===== src/rtl/ftd_pkg.sv =====
// shared types, tables and helpers for the float-to-decimal digit converter
// no dependencies; imported by ftd_front, ftd_queue, ftd_back and the top level
package ftd_pkg;

    localparam int DEF_MAX_DIGITS = 9;
    localparam int TOP_PLACE      = 14;
    localparam int REM_W          = 48;
    localparam int PROD_W         = 56;

    typedef enum logic [1:0] {
        K_FINITE = 2'd0,
        K_ZERO   = 2'd1,
        K_INF    = 2'd2,
        K_NAN    = 2'd3
    } t_kind;

    // one classified item waiting for digit extraction
    typedef struct packed {
        t_kind              kind;
        logic               neg;
        logic [REM_W-1:0]   scaled;
        logic signed [6:0]  e10;
        logic [3:0]         md;
        logic               fm;
        logic [6:0]         mdec;
    } t_job;

    function automatic logic signed [6:0] exp10_of(input logic [4:0] idx);
        logic signed [6:0] e;
        case (idx)
            5'd0:  e = -7'sd36;  5'd1:  e = -7'sd33;  5'd2:  e = -7'sd31;
            5'd3:  e = -7'sd29;  5'd4:  e = -7'sd26;  5'd5:  e = -7'sd24;
            5'd6:  e = -7'sd21;  5'd7:  e = -7'sd19;  5'd8:  e = -7'sd17;
            5'd9:  e = -7'sd14;  5'd10: e = -7'sd12;  5'd11: e = -7'sd9;
            5'd12: e = -7'sd7;   5'd13: e = -7'sd4;   5'd14: e = -7'sd2;
            5'd15: e = 7'sd0;    5'd16: e = 7'sd3;    5'd17: e = 7'sd5;
            5'd18: e = 7'sd8;    5'd19: e = 7'sd10;   5'd20: e = 7'sd12;
            5'd21: e = 7'sd15;   5'd22: e = 7'sd17;   5'd23: e = 7'sd20;
            5'd24: e = 7'sd22;   5'd25: e = 7'sd24;   5'd26: e = 7'sd27;
            5'd27: e = 7'sd29;   5'd28: e = 7'sd32;   5'd29: e = 7'sd34;
            5'd30: e = 7'sd36;   5'd31: e = 7'sd39;
            default: e = 7'sd0;
        endcase
        return e;
    endfunction

    function automatic logic [31:0] factor_of(input logic [4:0] idx);
        logic [31:0] f;
        case (idx)
            5'd0:  f = 32'd2295887404; 5'd1:  f = 32'd587747175;
            5'd2:  f = 32'd1504632769; 5'd3:  f = 32'd3851859889;
            5'd4:  f = 32'd986076132;  5'd5:  f = 32'd2524354897;
            5'd6:  f = 32'd646234854;  5'd7:  f = 32'd1654361225;
            5'd8:  f = 32'd4235164736; 5'd9:  f = 32'd1084202172;
            5'd10: f = 32'd2775557562; 5'd11: f = 32'd710542736;
            5'd12: f = 32'd1818989404; 5'd13: f = 32'd465661287;
            5'd14: f = 32'd1192092896; 5'd15: f = 32'd3051757813;
            5'd16: f = 32'd781250000;  5'd17: f = 32'd2000000000;
            5'd18: f = 32'd512000000;  5'd19: f = 32'd1310720000;
            5'd20: f = 32'd3355443200; 5'd21: f = 32'd858993459;
            5'd22: f = 32'd2199023256; 5'd23: f = 32'd562949953;
            5'd24: f = 32'd1441151881; 5'd25: f = 32'd3689348815;
            5'd26: f = 32'd944473297;  5'd27: f = 32'd2417851639;
            5'd28: f = 32'd618970020;  5'd29: f = 32'd1584563250;
            5'd30: f = 32'd4056481921; 5'd31: f = 32'd1038459372;
            default: f = 32'd0;
        endcase
        return f;
    endfunction

    function automatic logic [REM_W-1:0] pow10_of(input logic [3:0] place);
        logic [REM_W-1:0] p;
        case (place)
            4'd0:  p = 48'd1;
            4'd1:  p = 48'd10;
            4'd2:  p = 48'd100;
            4'd3:  p = 48'd1000;
            4'd4:  p = 48'd10000;
            4'd5:  p = 48'd100000;
            4'd6:  p = 48'd1000000;
            4'd7:  p = 48'd10000000;
            4'd8:  p = 48'd100000000;
            4'd9:  p = 48'd1000000000;
            4'd10: p = 48'd10000000000;
            4'd11: p = 48'd100000000000;
            4'd12: p = 48'd1000000000000;
            4'd13: p = 48'd10000000000000;
            4'd14: p = 48'd100000000000000;
            default: p = 48'd0;
        endcase
        return p;
    endfunction

    // digits allowed in fixed mode: min(cap, max(1, dec + e10 + 1))
    function automatic logic [3:0] fixed_limit(input logic [3:0] cap,
                                               input logic [6:0] dec,
                                               input logic signed [6:0] e10);
        logic signed [8:0] lim;
        logic [3:0]        res;
        lim = $signed({2'b00, dec}) + $signed({{2{e10[6]}}, e10}) + 9'sd1;
        if (lim < 9'sd1) begin
            res = 4'd1;
        end else if (lim < $signed({5'b00000, cap})) begin
            res = lim[3:0];
        end else begin
            res = cap;
        end
        return res;
    endfunction

endpackage


===== src/rtl/ftd_front.sv =====
// front end: accepts items, classifies them and forms the scaled product
// depends on ftd_pkg; feeds ftd_queue
module ftd_front
    import ftd_pkg::*;
#(
    parameter int MAX_DIGITS = DEF_MAX_DIGITS
) (
    input  logic        i_clk,
    input  logic        i_rst_n,
    input  logic        i_s_axis_tvalid,
    output logic        o_s_axis_tready,
    input  logic [47:0] i_s_axis_tdata,
    input  logic        i_full,
    output logic        o_push,
    output t_job        o_job
);

    localparam logic [3:0] MAXD = 4'(MAX_DIGITS);

    logic [31:0]       in_value;
    logic [3:0]        in_md;
    logic              in_fm;
    logic [6:0]        in_mdec;
    logic [7:0]        ex;
    logic [22:0]       frac;
    logic [7:0]        ex_n;
    logic [23:0]       mant;
    logic [4:0]        idx;
    t_kind             kind;
    logic [3:0]        md_c;
    logic              accept;

    logic              r_valid;
    logic [PROD_W-1:0] r_prod;
    logic [3:0]        r_shift;
    t_job              r_job;
    logic [PROD_W-1:0] shifted;

    assign in_value = i_s_axis_tdata[31:0];
    assign in_md    = i_s_axis_tdata[35:32];
    assign in_fm    = i_s_axis_tdata[36];
    assign in_mdec  = i_s_axis_tdata[43:37];
    assign ex       = in_value[30:23];
    assign frac     = in_value[22:0];
    assign ex_n     = (ex == 8'd0) ? 8'd1 : ex;
    assign mant     = {ex != 8'd0, frac};
    assign idx      = ex_n[7:3];

    always_comb begin
        if (ex == 8'd0 && frac == 23'd0) begin
            kind = K_ZERO;
        end else if (ex == 8'hff) begin
            kind = (frac == 23'd0) ? K_INF : K_NAN;
        end else begin
            kind = K_FINITE;
        end
        if (in_md == 4'd0) begin
            md_c = 4'd1;
        end else if (in_md > MAXD) begin
            md_c = MAXD;
        end else begin
            md_c = in_md;
        end
    end

    assign o_push          = r_valid && !i_full;
    assign o_s_axis_tready = !r_valid || !i_full;
    assign accept          = i_s_axis_tvalid && o_s_axis_tready;

    always_ff @(posedge i_clk) begin
        if (!i_rst_n) begin
            r_valid <= 1'b0;
        end else if (accept) begin
            r_valid <= 1'b1;
        end else if (o_push) begin
            r_valid <= 1'b0;
        end
        if (accept) begin
            r_prod       <= {32'd0, mant} * {24'd0, factor_of(idx)};
            r_shift      <= 4'd15 - {1'b0, ex_n[2:0]};
            r_job.kind   <= kind;
            r_job.neg    <= in_value[31];
            r_job.scaled <= '0;
            r_job.e10    <= (kind == K_FINITE) ? exp10_of(idx) : 7'sd0;
            r_job.md     <= md_c;
            r_job.fm     <= in_fm;
            r_job.mdec   <= in_mdec;
        end
    end

    assign shifted = r_prod >> r_shift;

    always_comb begin
        o_job        = r_job;
        o_job.scaled = shifted[REM_W-1:0];
    end

endmodule


===== src/rtl/ftd_queue.sv =====
// two-entry queue of classified items between front and back end
// depends on ftd_pkg
module ftd_queue
    import ftd_pkg::*;
(
    input  logic i_clk,
    input  logic i_rst_n,
    input  logic i_push,
    input  t_job i_job,
    output logic o_full,
    output logic o_valid,
    input  logic i_pop,
    output t_job o_job
);

    t_job       r_mem [2];
    logic       r_wr;
    logic       r_rd;
    logic [1:0] r_cnt;

    assign o_full  = (r_cnt == 2'd2);
    assign o_valid = (r_cnt != 2'd0);
    assign o_job   = r_mem[r_rd];

    always_ff @(posedge i_clk) begin
        if (!i_rst_n) begin
            r_wr  <= 1'b0;
            r_rd  <= 1'b0;
            r_cnt <= 2'd0;
        end else begin
            if (i_push) begin
                r_wr <= !r_wr;
            end
            if (i_pop) begin
                r_rd <= !r_rd;
            end
            if (i_push && !i_pop) begin
                r_cnt <= r_cnt + 2'd1;
            end else if (!i_push && i_pop) begin
                r_cnt <= r_cnt - 2'd1;
            end
        end
        if (i_push) begin
            r_mem[r_wr] <= i_job;
        end
    end

endmodule


===== src/rtl/ftd_back.sv =====
// back end: leading-zero skip, digit extraction, rounding and digit output
// depends on ftd_pkg; takes items from ftd_queue
module ftd_back
    import ftd_pkg::*;
#(
    parameter int MAX_DIGITS = DEF_MAX_DIGITS
) (
    input  logic        i_clk,
    input  logic        i_rst_n,
    input  logic        i_valid,
    input  t_job        i_job,
    output logic        o_pop,
    output logic        o_m_axis_tvalid,
    input  logic        i_m_axis_tready,
    output logic [23:0] o_m_axis_tdata,
    output logic [3:0]  o_m_axis_tuser,
    output logic        o_m_axis_tlast
);

    localparam int IDX_W = (MAX_DIGITS > 1) ? $clog2(MAX_DIGITS) : 1;

    typedef enum logic [2:0] {
        S_IDLE, S_SKIP, S_LIMIT, S_DIGIT, S_ROUND, S_RECOUNT, S_EMIT
    } t_state;

    t_state            r_state;
    t_kind             r_kind;
    logic              r_neg;
    logic [REM_W-1:0]  r_rem;
    logic signed [4:0] r_place;
    logic signed [6:0] r_e10;
    logic [3:0]        r_md;
    logic              r_fm;
    logic [6:0]        r_mdec;
    logic [3:0]        r_count;
    logic [3:0]        r_k;
    logic [1:0]        r_bit;
    logic [3:0]        r_dig;
    logic [3:0]        r_nines;
    logic              r_inc;
    logic [3:0]        r_pos;
    logic              r_carried;
    logic [3:0]        r_buf [MAX_DIGITS];

    logic              r_ov;
    logic [23:0]       r_tdata;
    logic [3:0]        r_tuser;
    logic              r_tlast;

    logic [REM_W-1:0]  unit;
    logic [REM_W+2:0]  trial;
    logic              ge;
    logic [3:0]        n_dig;
    logic [REM_W-1:0]  round_unit;
    logic              half_up;
    logic [3:0]        buf_rd;
    logic [3:0]        out_digit;
    logic              out_last;
    logic              out_free;
    logic signed [4:0] place_up;

    assign unit       = pow10_of(r_place[3:0]);
    assign trial      = {3'b000, unit} << r_bit;
    assign ge         = {3'b000, r_rem} >= trial;
    assign n_dig      = r_dig | (4'(ge) << r_bit);
    assign place_up   = r_place + 5'sd1;
    assign round_unit = pow10_of(place_up[3:0]);
    assign half_up    = (r_place >= 5'sd0) && ({r_rem, 1'b0} >= {1'b0, round_unit});
    assign buf_rd     = r_buf[r_k[IDX_W-1:0]];
    assign out_free   = !r_ov || i_m_axis_tready;
    assign out_last   = (r_count == 4'd0) || (r_k == r_count - 4'd1);
    assign o_pop      = (r_state == S_IDLE) && i_valid;

    always_comb begin
        if (r_kind != K_FINITE) begin
            out_digit = 4'd0;
        end else if (r_carried) begin
            out_digit = (r_k == 4'd0) ? 4'd1 : 4'd0;
        end else if (r_inc && r_k == r_pos) begin
            out_digit = buf_rd + 4'd1;
        end else if (r_inc && r_k > r_pos) begin
            out_digit = 4'd0;
        end else begin
            out_digit = buf_rd;
        end
    end

    always_ff @(posedge i_clk) begin
        if (!i_rst_n) begin
            r_state   <= S_IDLE;
            r_ov      <= 1'b0;
            r_count   <= 4'd0;
            r_k       <= 4'd0;
            r_inc     <= 1'b0;
            r_carried <= 1'b0;
        end else begin
            if (r_state == S_EMIT && out_free) begin
                r_ov <= 1'b1;
            end else if (i_m_axis_tready) begin
                r_ov <= 1'b0;
            end
            case (r_state)
                S_IDLE: begin
                    if (i_valid) begin
                        r_kind    <= i_job.kind;
                        r_neg     <= i_job.neg;
                        r_rem     <= i_job.scaled;
                        r_e10     <= i_job.e10;
                        r_md      <= i_job.md;
                        r_fm      <= i_job.fm;
                        r_mdec    <= i_job.mdec;
                        r_place   <= 5'(TOP_PLACE);
                        r_k       <= 4'd0;
                        r_inc     <= 1'b0;
                        r_carried <= 1'b0;
                        case (i_job.kind)
                            K_FINITE: begin
                                r_state <= S_SKIP;
                            end
                            K_ZERO: begin
                                r_count <= 4'd1;
                                r_state <= S_EMIT;
                            end
                            default: begin
                                r_count <= 4'd0;
                                r_state <= S_EMIT;
                            end
                        endcase
                    end
                end
                S_SKIP: begin
                    if (r_place > 5'sd0 && r_rem < unit) begin
                        r_place <= r_place - 5'sd1;
                        r_e10   <= r_e10 - 7'sd1;
                    end else begin
                        r_state <= S_LIMIT;
                    end
                end
                S_LIMIT: begin
                    r_count <= r_fm ? fixed_limit(r_md, r_mdec, r_e10) : r_md;
                    r_k     <= 4'd0;
                    r_bit   <= 2'd3;
                    r_dig   <= 4'd0;
                    r_nines <= 4'd0;
                    r_state <= S_DIGIT;
                end
                S_DIGIT: begin
                    if (r_place < 5'sd0) begin
                        // past the units place: pad with zero
                        r_buf[r_k[IDX_W-1:0]] <= 4'd0;
                        r_nines <= 4'd0;
                        r_k     <= r_k + 4'd1;
                        if (r_k + 4'd1 == r_count) begin
                            r_state <= S_ROUND;
                        end
                    end else begin
                        if (ge) begin
                            r_rem <= r_rem - trial[REM_W-1:0];
                        end
                        if (r_bit == 2'd0) begin
                            r_buf[r_k[IDX_W-1:0]] <= n_dig;
                            r_nines <= (n_dig == 4'd9) ? r_nines + 4'd1 : 4'd0;
                            r_k     <= r_k + 4'd1;
                            r_place <= r_place - 5'sd1;
                            r_dig   <= 4'd0;
                            r_bit   <= 2'd3;
                            if (r_k + 4'd1 == r_count) begin
                                r_state <= S_ROUND;
                            end
                        end else begin
                            r_dig <= n_dig;
                            r_bit <= r_bit - 2'd1;
                        end
                    end
                end
                S_ROUND: begin
                    r_k <= 4'd0;
                    if (half_up) begin
                        if (r_nines == r_count) begin
                            r_carried <= 1'b1;
                            r_e10     <= r_e10 + 7'sd1;
                            r_state   <= r_fm ? S_RECOUNT : S_EMIT;
                        end else begin
                            r_inc   <= 1'b1;
                            r_pos   <= r_count - 4'd1 - r_nines;
                            r_state <= S_EMIT;
                        end
                    end else begin
                        r_state <= S_EMIT;
                    end
                end
                S_RECOUNT: begin
                    r_count <= fixed_limit(r_md, r_mdec, r_e10);
                    r_state <= S_EMIT;
                end
                S_EMIT: begin
                    if (out_free) begin
                        r_tdata <= {7'd0, r_count, r_carried, r_neg, r_e10, out_digit};
                        r_tuser <= {r_kind == K_NAN, r_kind == K_INF, r_kind == K_ZERO,
                                    r_kind == K_FINITE || r_kind == K_ZERO};
                        r_tlast <= out_last;
                        r_k     <= r_k + 4'd1;
                        if (out_last) begin
                            r_state <= S_IDLE;
                        end
                    end
                end
                default: begin
                    r_state <= S_IDLE;
                end
            endcase
        end
    end

    assign o_m_axis_tvalid = r_ov;
    assign o_m_axis_tdata  = r_tdata;
    assign o_m_axis_tuser  = r_tuser;
    assign o_m_axis_tlast  = r_tlast;

endmodule


===== src/rtl/float32_to_decimal_digits.sv =====
// top level of the float32 to decimal digit converter
// depends on ftd_pkg, ftd_front, ftd_queue, ftd_back
//
// channel  dir  fields (tdata / tuser, lowest bit first)
// s_axis   in   tdata: value_bits[31:0] max_digits[35:32] fixed_mode[36] max_decimals[43:37]
// m_axis   out  tdata: digit[3:0] dec_exponent[10:4] negative[11] carried[12]
//               digit_count[16:13]; tuser: digit_valid is_zero is_infinite is_nan;
//               tlast: last
//
// the front end takes one item a cycle, unless a full queue stalls it, into a product
// register (24 x 32 multiply) and hands it to a two-entry queue; the back end handles one
// item at a time: for a finite item it skips leading zero places, sets the digit limit,
// extracts each digit one bit at a time (padded digits are zero), rounds, recounts in
// fixed mode after a carry and emits one beat per digit; zero, inf and nan give one beat
// reset is synchronous and active low; it empties the queue and output register
// a stalled output holds the back end while the front end keeps filling the queue
module float32_to_decimal_digits
    import ftd_pkg::*;
#(
    parameter int MAX_DIGITS = DEF_MAX_DIGITS
) (
    input  logic        i_clk,
    input  logic        i_rst_n,
    input  logic        i_s_axis_tvalid,
    output logic        o_s_axis_tready,
    input  logic [47:0] i_s_axis_tdata,   // value_bits, max_digits, fixed_mode, max_decimals
    output logic        o_m_axis_tvalid,
    input  logic        i_m_axis_tready,
    output logic [23:0] o_m_axis_tdata,   // digit, dec_exponent, negative, carried, digit_count
    output logic [3:0]  o_m_axis_tuser,   // digit_valid, is_zero, is_infinite, is_nan
    output logic        o_m_axis_tlast
);

    logic full;
    logic push;
    t_job push_job;
    logic q_valid;
    logic pop;
    t_job pop_job;

    ftd_front #(.MAX_DIGITS(MAX_DIGITS)) u_front (
        .i_clk           (i_clk),
        .i_rst_n         (i_rst_n),
        .i_s_axis_tvalid (i_s_axis_tvalid),
        .o_s_axis_tready (o_s_axis_tready),
        .i_s_axis_tdata  (i_s_axis_tdata),
        .i_full          (full),
        .o_push          (push),
        .o_job           (push_job)
    );

    ftd_queue u_queue (
        .i_clk   (i_clk),
        .i_rst_n (i_rst_n),
        .i_push  (push),
        .i_job   (push_job),
        .o_full  (full),
        .o_valid (q_valid),
        .i_pop   (pop),
        .o_job   (pop_job)
    );

    ftd_back #(.MAX_DIGITS(MAX_DIGITS)) u_back (
        .i_clk           (i_clk),
        .i_rst_n         (i_rst_n),
        .i_valid         (q_valid),
        .i_job           (pop_job),
        .o_pop           (pop),
        .o_m_axis_tvalid (o_m_axis_tvalid),
        .i_m_axis_tready (i_m_axis_tready),
        .o_m_axis_tdata  (o_m_axis_tdata),
        .o_m_axis_tuser  (o_m_axis_tuser),
        .o_m_axis_tlast  (o_m_axis_tlast)
    );

endmodule


===== config.mk =====
export PLATFORM = sky130hd
export DESIGN_NAME = float32_to_decimal_digits
export DESIGN_NICKNAME = d
export VERILOG_FILES = /design/src/rtl/ftd_pkg.sv /design/src/rtl/ftd_front.sv /design/src/rtl/ftd_queue.sv /design/src/rtl/ftd_back.sv /design/src/rtl/float32_to_decimal_digits.sv
export SDC_FILE = /design/constraint.sdc
export NUM_CORES = 2
export LEC_CHECK = 0
export ABC_AREA = 1
export BUFFER_PORTS_ARGS = -buffer_cell sky130_fd_sc_hd__buf_2
export CELL_PAD_IN_SITES_DETAIL_PLACEMENT = 1
export CELL_PAD_IN_SITES_GLOBAL_PLACEMENT = 2
export CORE_ASPECT_RATIO = 1.5
export CORE_MARGIN = 4
export CORE_UTILIZATION = 36
export DETAILED_ROUTE_END_ITERATION = 10
export PLACE_DENSITY = 0.83
export SLEW_MARGIN = 10
export SYNTH_ARGS = -nofsm -noshare
export SYNTH_HDL_FRONTEND = slang
export SYNTH_SLANG_ARGS = --single-unit
export TNS_END_PERCENT = 5

===== constraint.sdc =====
create_clock -name i_clk -period 7.55 [get_ports i_clk]
set_input_delay 0.3775 -clock i_clk [delete_from_list [all_inputs] [get_ports i_clk]]
set_output_delay 0.3775 -clock i_clk [all_outputs]
set_load 0.05 [all_outputs]

# After elaboration in Yosys (flattened, before gate mapping)
# Memory sizes are Yosys's and may differ from the RTL's. A register that Yosys moved wholly into a read port is not among the register bits.
# Index checks and enable logic that the tools add are counted.
# op_classes
addsub	16
mul	1
order_cmp	10
n_eq_ne	30
n_shift	3
n_mux	87
bitwise	3
n_reduce_logical	61
# op_table
op	n
48-bit 2-to-1 mux	3
48-bit case mux with 2 select lines	1
4-bit 2-to-1 mux	21
24-bit by 32-bit multiplier with 56-bit output	1
56-bit by 4-bit right shift with 48-bit output	1
48-bit by 51-bit >= comparator with 1-bit output	1
48-bit by 2-bit left shift with 51-bit output	1
49-bit by 48-bit >= comparator with 1-bit output	1
48-bit less-than comparator	1
48-bit subtractor	1
32-bit 2-to-1 mux	1
3-bit 2-to-1 mux	10
7-bit 2-to-1 mux	4
1-bit 2-to-1 mux	24
4-bit case mux with 2 select lines	3
23-bit logical NOT	1
3-bit case mux with 7 select lines	1
7-bit case mux with 3 select lines	1
5-bit 2-to-1 mux	4
4-bit == test	4
2-bit by 1-bit != test with 1-bit output, second input constant	8
4-bit case mux with 4 select lines	1
4-bit AND reduction	4
2-bit nonzero test	8
other kinds (52)	105
# word_totals
register_bits	205
mem_bits_rw	176
rom_bits	2688
inputBits	52
output_inout_bits	31
elab_cells	251
mem_count	6
# mem_list
memory	words	word_bits	read_ports	rd_ports_with_merged_regs	wr	line_no	rtl
(no name shown)	32	32	1	0	0	ftd_pkg.sv:49	case (idx)
(no name shown)	16	45	1	0	0	ftd_pkg.sv:73	case (place)
(no name shown)	16	45	1	1	0	ftd_pkg.sv:73	
(no name shown)	32	7	1	1	0	ftd_pkg.sv:30	case (idx)
u_queue.r_mem	2	70	1	1	1	ftd_queue.sv:16	t_job r_mem [2];
u_back.r_buf	9	4	1	1	1	ftd_back.sv:43	logic [3:0] r_buf [MAX_DIGITS];

# Longest topological paths before layout
# logic_depth
word_depth	9
depth_mapped	45
ltp_nobuf	43

# Hierarchy
# Synthesis repeated with hierarchy kept, for this count alone.
# unflattened
cells_unflattened	6441
area_unflattened_um2	52734.3
# by_module_without_submodules
module	instances	cells_per_inst	area_per_inst_um2	seq_area_each_um2
ftd_front	1	3926	30365.4	2212.1
ftd_back	1	2262	16734.8	5595.4
ftd_queue	1	253	5634.2	4304.1

# Worst setup path before layout
# Ideal clock, no wire load.
# synth_path
kind	input to register
startpoint	input i_s_axis_tdata[28]
endpoint	register u_front.r_prod[52] (data pin)
setup_time_ns	0.252
t_arrival_ns	7.981
t_required_ns	7.298
setup_slack_ns	-0.684
path_stages	39
n_path_buf	2
cell_sequence	buf_2 -> inv_1 -> ha_1 -> nand4_2 -> inv_2 -> nor2_4 -> inv_2 -> ha_1 -> nor2_1 -> inv_1 -> nand3_1 -> nand3_1 -> inv_1 -> buf_2 -> nand2_1 -> fa_1 -> inv_1 -> fa_1 -> [... 3 more ...] -> inv_1 -> fa_1 -> fa_1 -> inv_1 -> fa_1 -> inv_1 -> ha_1 -> a21oi_1 -> inv_1 -> a31oi_1 -> inv_1 -> a21oi_1 -> o21a_1 -> nor2_1 -> a2111oi_0 -> nand2_1 -> nand2_1 -> nand2_1
# synth_via
elab_chain_cells	5
elab_cells_between_ends	6
cone_classes	1 x mul; 2 x mux; 2 x reduce/logical; 1 x memory
# synth_lines
item	line_no	rtl
from (decl)	float32_to_decimal_digits.sv:26	input logic [47:0] i_s_axis_tdata,
8-bit logical NOT	ftd_front.sv:45	assign ex_n = (ex == 8'd0) ? 8'd1 : ex;
8-bit 2-to-1 mux	ftd_front.sv:45	
memory read 32 x 32 bit	n/a	
32-bit 2-to-1 mux	ftd_front.sv:78	if (accept) begin
24-bit by 32-bit multiplier with 56-bit output (*)	ftd_front.sv:79	r_prod <= {32'd0, mant} * {24'd0, factor_of(idx)};
to (signal assigned)	ftd_front.sv:79	
to (decl)	ftd_front.sv:34	logic [PROD_W-1:0] r_prod;
# Mark *: on every way between the ends. The rest lies on a longest branch, timed or not. The select of a mux whose other input is x is not followed.
# A chain may end at the register's enable or synchronous reset.

# Worst setup path after layout
# layout_path
startpoint	input i_s_axis_tdata[27]
endpoint	register u_front.r_prod[52] (data pin)
# Same word-level chain as after synthesis.

==> run summary <==
Run status
- result of the run: finished with violations
- violated checks: setup timing

Die
- die area: 150400 um^2
- placeable core region: 143200 um^2
- number of ports placed on the die boundary: 83
- die height: 472.9 um
- starting density of the core: 0.3624
- Die W: 317.9 um
- standard-cell rows: 170

STA
- Clock Skews: 0.02473 ns
- transition time of the tightest slew-check pin: 1.105 ns
- Tmin final: 7.789 ns
- normalized max-slew margin: 0.2615
- total count of max-transition violations in the final report: 0
- final hold violations: 0
- fmax: 128.4 MHz
- crit share post-route: 1.032
- Final WS setup: -0.2389 ns
- setup total negative slack: -2.526 ns
- Worst Hold Slack: 0.06049 ns
- RSZ-0062 raised after global routing: true
- total of endpoints with negative setup slack in the final report: 24

Logic synthesis
- list of most frequent post-synthesis cells: 1473 x sky130_fd_sc_hd__nand2_1, 1334 x sky130_fd_sc_hd__inv_1, 661 x sky130_fd_sc_hd__fa_1, 615 x sky130_fd_sc_hd__nor2_1, 376 x sky130_fd_sc_hd__ha_1
- count of warnings emitted by yosys: 0
- cell count after synthesis: 6466
- count of state elements after synthesis: 425
- Post-synth top flop: sky130_fd_sc_hd__edfxtp_1
- count of flip-flops with a built-in enable after synthesis: 360
- ranking of synthesized cells by area: sky130_fd_sc_hd__fa_1 26%, sky130_fd_sc_hd__edfxtp_1 21%, sky130_fd_sc_hd__nand2_1 11%
- Async S/R FF share, synth: 0
- Synth top area share: 0.2551
- proportion of synthesized chip area in sequential cells: 0.2335
- Yosys cell types: 68
- cell area after technology mapping: 51870 um^2
- average size of a mapped cell: 8.022 um^2
- cell type with the largest total area after synthesis: sky130_fd_sc_hd__fa_1
- most common cell in the synthesized netlist: sky130_fd_sc_hd__nand2_1

Job
- maxcap violations: 0

Final layout
- storage element area: 12110 um^2
- proportion of layout cells with a drive suffix above 1: 0.1538
- growth of design area from synthesis to finish: 18.89%
- area of combinational cells with multiple inputs: 34790 um^2
- final core utilization: 0.4308
- cell area after layout: 61670 um^2
- net count reported at finish: 8078
- Fillers: 17.29k

Worst hold path
- Hold WC Path Type: primary input to flip-flop
- worst-case hold path end point: u_front.o_job[1]
- Hold Crit Depth: 1
- critical hold path startpoint: i_s_axis_tdata[38]

CTS
- Longest Clk Path Bufs: 3
- clock-pin slew reported for the worst setup and hold paths after clock tree synthesis: 0.07 ns
- CTS tree: done
- H-tree depth: 2
- Inserted Clock Buffers: 42
- root cell of the clock tree: sky130_fd_sc_hd__clkbuf_16
- latest clock arrival within the worst-skew pair: 0.61 ns
- total number of clock tree sinks: 425

Route
- detailed-route via count: 45.75k
- detailed-route DRC error count: 0
- number of detailed-route iterations in the first pass: 5
- number of vias per cell after detailed routing: 5.130
- Routed Antenna Nets: 0
- routed length per instance: 22.51 um
- number of DRC violations after detailed-routing iteration 0: 1959
- wire length reported by the detailed router: 200800 um

Global route
- first-pass GRT wire length: 305500 um
- Remaining Overflow, GRT: 0
- initial antenna violation count: 7
- total global routing track utilization: 0.2658
- via count of the first global-routing pass: 52.38k
- maximum number of pins on one net before global-route repair: 82

Worst setup path
- startpoint type of the worst setup path: primary input
- critical-path maximum fanout: 10
- Worst R2R End: u_back.r_e10[2]
- R2R Path Start: u_back.r_place[1]
- depth of the worst register-to-register path: 17
- data required time of the critical path: 7.91 ns
- peak per-stage delay on the critical path: 0.62 ns
- Slowest cell on crit path: sky130_fd_sc_hd__fa_1
- element type at the critical path end: flip-flop
- FF-to-FF setup slack: 1.47 ns
- critical path arrival: 8.15 ns
- Critical Setup Path Class: primary input to flip-flop

Place
- global placement routability congestion: 0.9514
- total of buffers placed on input and output ports: 71
- HPWL after detailed placement: 171600 um
- placed inst area: 59030 um^2

==> stage by stage <==
stage / worst slack, ns / std cells
5_1_grt: -0.5311 / 8916
3_3_place_gp: -1.432 / 8799
3_5_place_dp: -1.504 / 8799
2_1_floorplan: -0.01394 / 6472
6_report: -0.2389 / 8919
4_1_cts: -0.1231 / 8910
==> how the worst max path moves through the flow <==
stage	startpoint	to	slack, ns	cells after the start
2_1_floorplan	i_s_axis_tdata[27]	u_front.r_prod[52]	-0.01	40
3_3_place_gp	i_s_axis_tdata[27]	u_front.r_prod[53]	-1.43	39
3_5_place_dp	i_s_axis_tdata[27]	u_front.r_prod[53]	-1.50	39
4_1_cts	i_s_axis_tdata[27]	u_front.r_prod[52]	-0.12	40
5_1_grt	i_s_axis_tdata[27]	u_front.r_prod[52]	-0.53	42
6_report	i_s_axis_tdata[27]	u_front.r_prod[52]	-0.24	42
==> layout make-up <==
| class | count | area share |
|---|---|---|
| Clock inverter | 25 | 0.004646 |
| Timing Repair Buffer | 695 | 0.09249 |
| Sequential cell | 425 | 0.1964 |
| Antenna cell | 4 | 0.0001623 |
| Tap cell | 1892 | 0.03838 |
| Clock buffer | 53 | 0.01907 |
| Inverter | 1370 | 0.08478 |
| Multi-Input combinational cell | 4455 | 0.5641 |
==> logic make-up after synthesis <==
| group | share of synthesized area |
|---|---|
| mux | 0.004824 |
| fa+ha+maj | 0.3458 |
| buf+inv | 0.1172 |
| flops | 0.2335 |
| xor+xnor | 0.01739 |
| compound gates | 0.08657 |
| other cells | 0.00007229 |
| simple gates | 0.1947 |
==> registers in the layout, summed over array words and instances, names as in the netlist, 5 cells and up, named ones only <==
name	count
u_queue.r_mem	140
u_back.r_rem	48
u_front.r_prod	48
u_back.unit	41
u_back.r_buf	36
u_front.o_job	22
u_back.o_m_axis_tdata	17
u_back.r_e10	7
u_back.r_mdec	7
u_back.r_place	5
==> critical path, delay by kind of cell <==
| kind | cells | cell delay [ns] |
|---|---|---|
| AO/OA/AOI/OAI | 6 | 1.27 |
| buffers and inverters | 14 | 1.46 |
| adder cells (fa/ha/maj) | 9 | 4.05 |
| AND/OR/NAND/NOR | 13 | 0.97 |
==> cell usage in the layout (no fill, tap or decap), drive strengths merged, types with 34 or more instances in the layout <==
| cell type | instances |
|---|---|
| fa | 661 |
| nor3 | 51 |
| ha | 376 |
| inv | 1362 |
| xor2 | 67 |
| a21oi | 258 |
| nand2 | 1498 |
| dfxtp | 65 |
| edfxtp | 360 |
| buf | 686 |
| clkbuf | 53 |
| a31oi | 51 |
| nand3 | 227 |
| o21ai | 331 |
| o21a | 34 |
| xnor2 | 36 |
| nor2 | 627 |
==> layer usage <==
layer | routed length [um] | track usage | vias to the layer above | share of wire
met5 | 14 | 0 | - | 0.000070
met2 | 107300 | 0.5143 | 1063 | 0.53
met3 | 6597 | 0.02441 | 548 | 0.033
met1 | 69650 | 0.2675 | 23040 | 0.35
li1 | - | - | 21100 | -
met4 | 17240 | 0.1805 | 2 | 0.086
==> what timing repair did <==
| item | CTS | global route |
|---|---|---|
| endpoints found under the setup margin | 39 | 40 |
| cloned | 1 | 0 |
| endpoints found under the hold margin | 9 | 0 |
| pin swaps | 47 | 28 |
| hold buffers | 9 | 0 |
| buffers inserted | 24 | 5 |
| resized for setup | 170 | 72 |
Power is left out: the tool's default activity adds up to more than one toggle a clock period on the data nets, which glitch-free logic cannot reach.
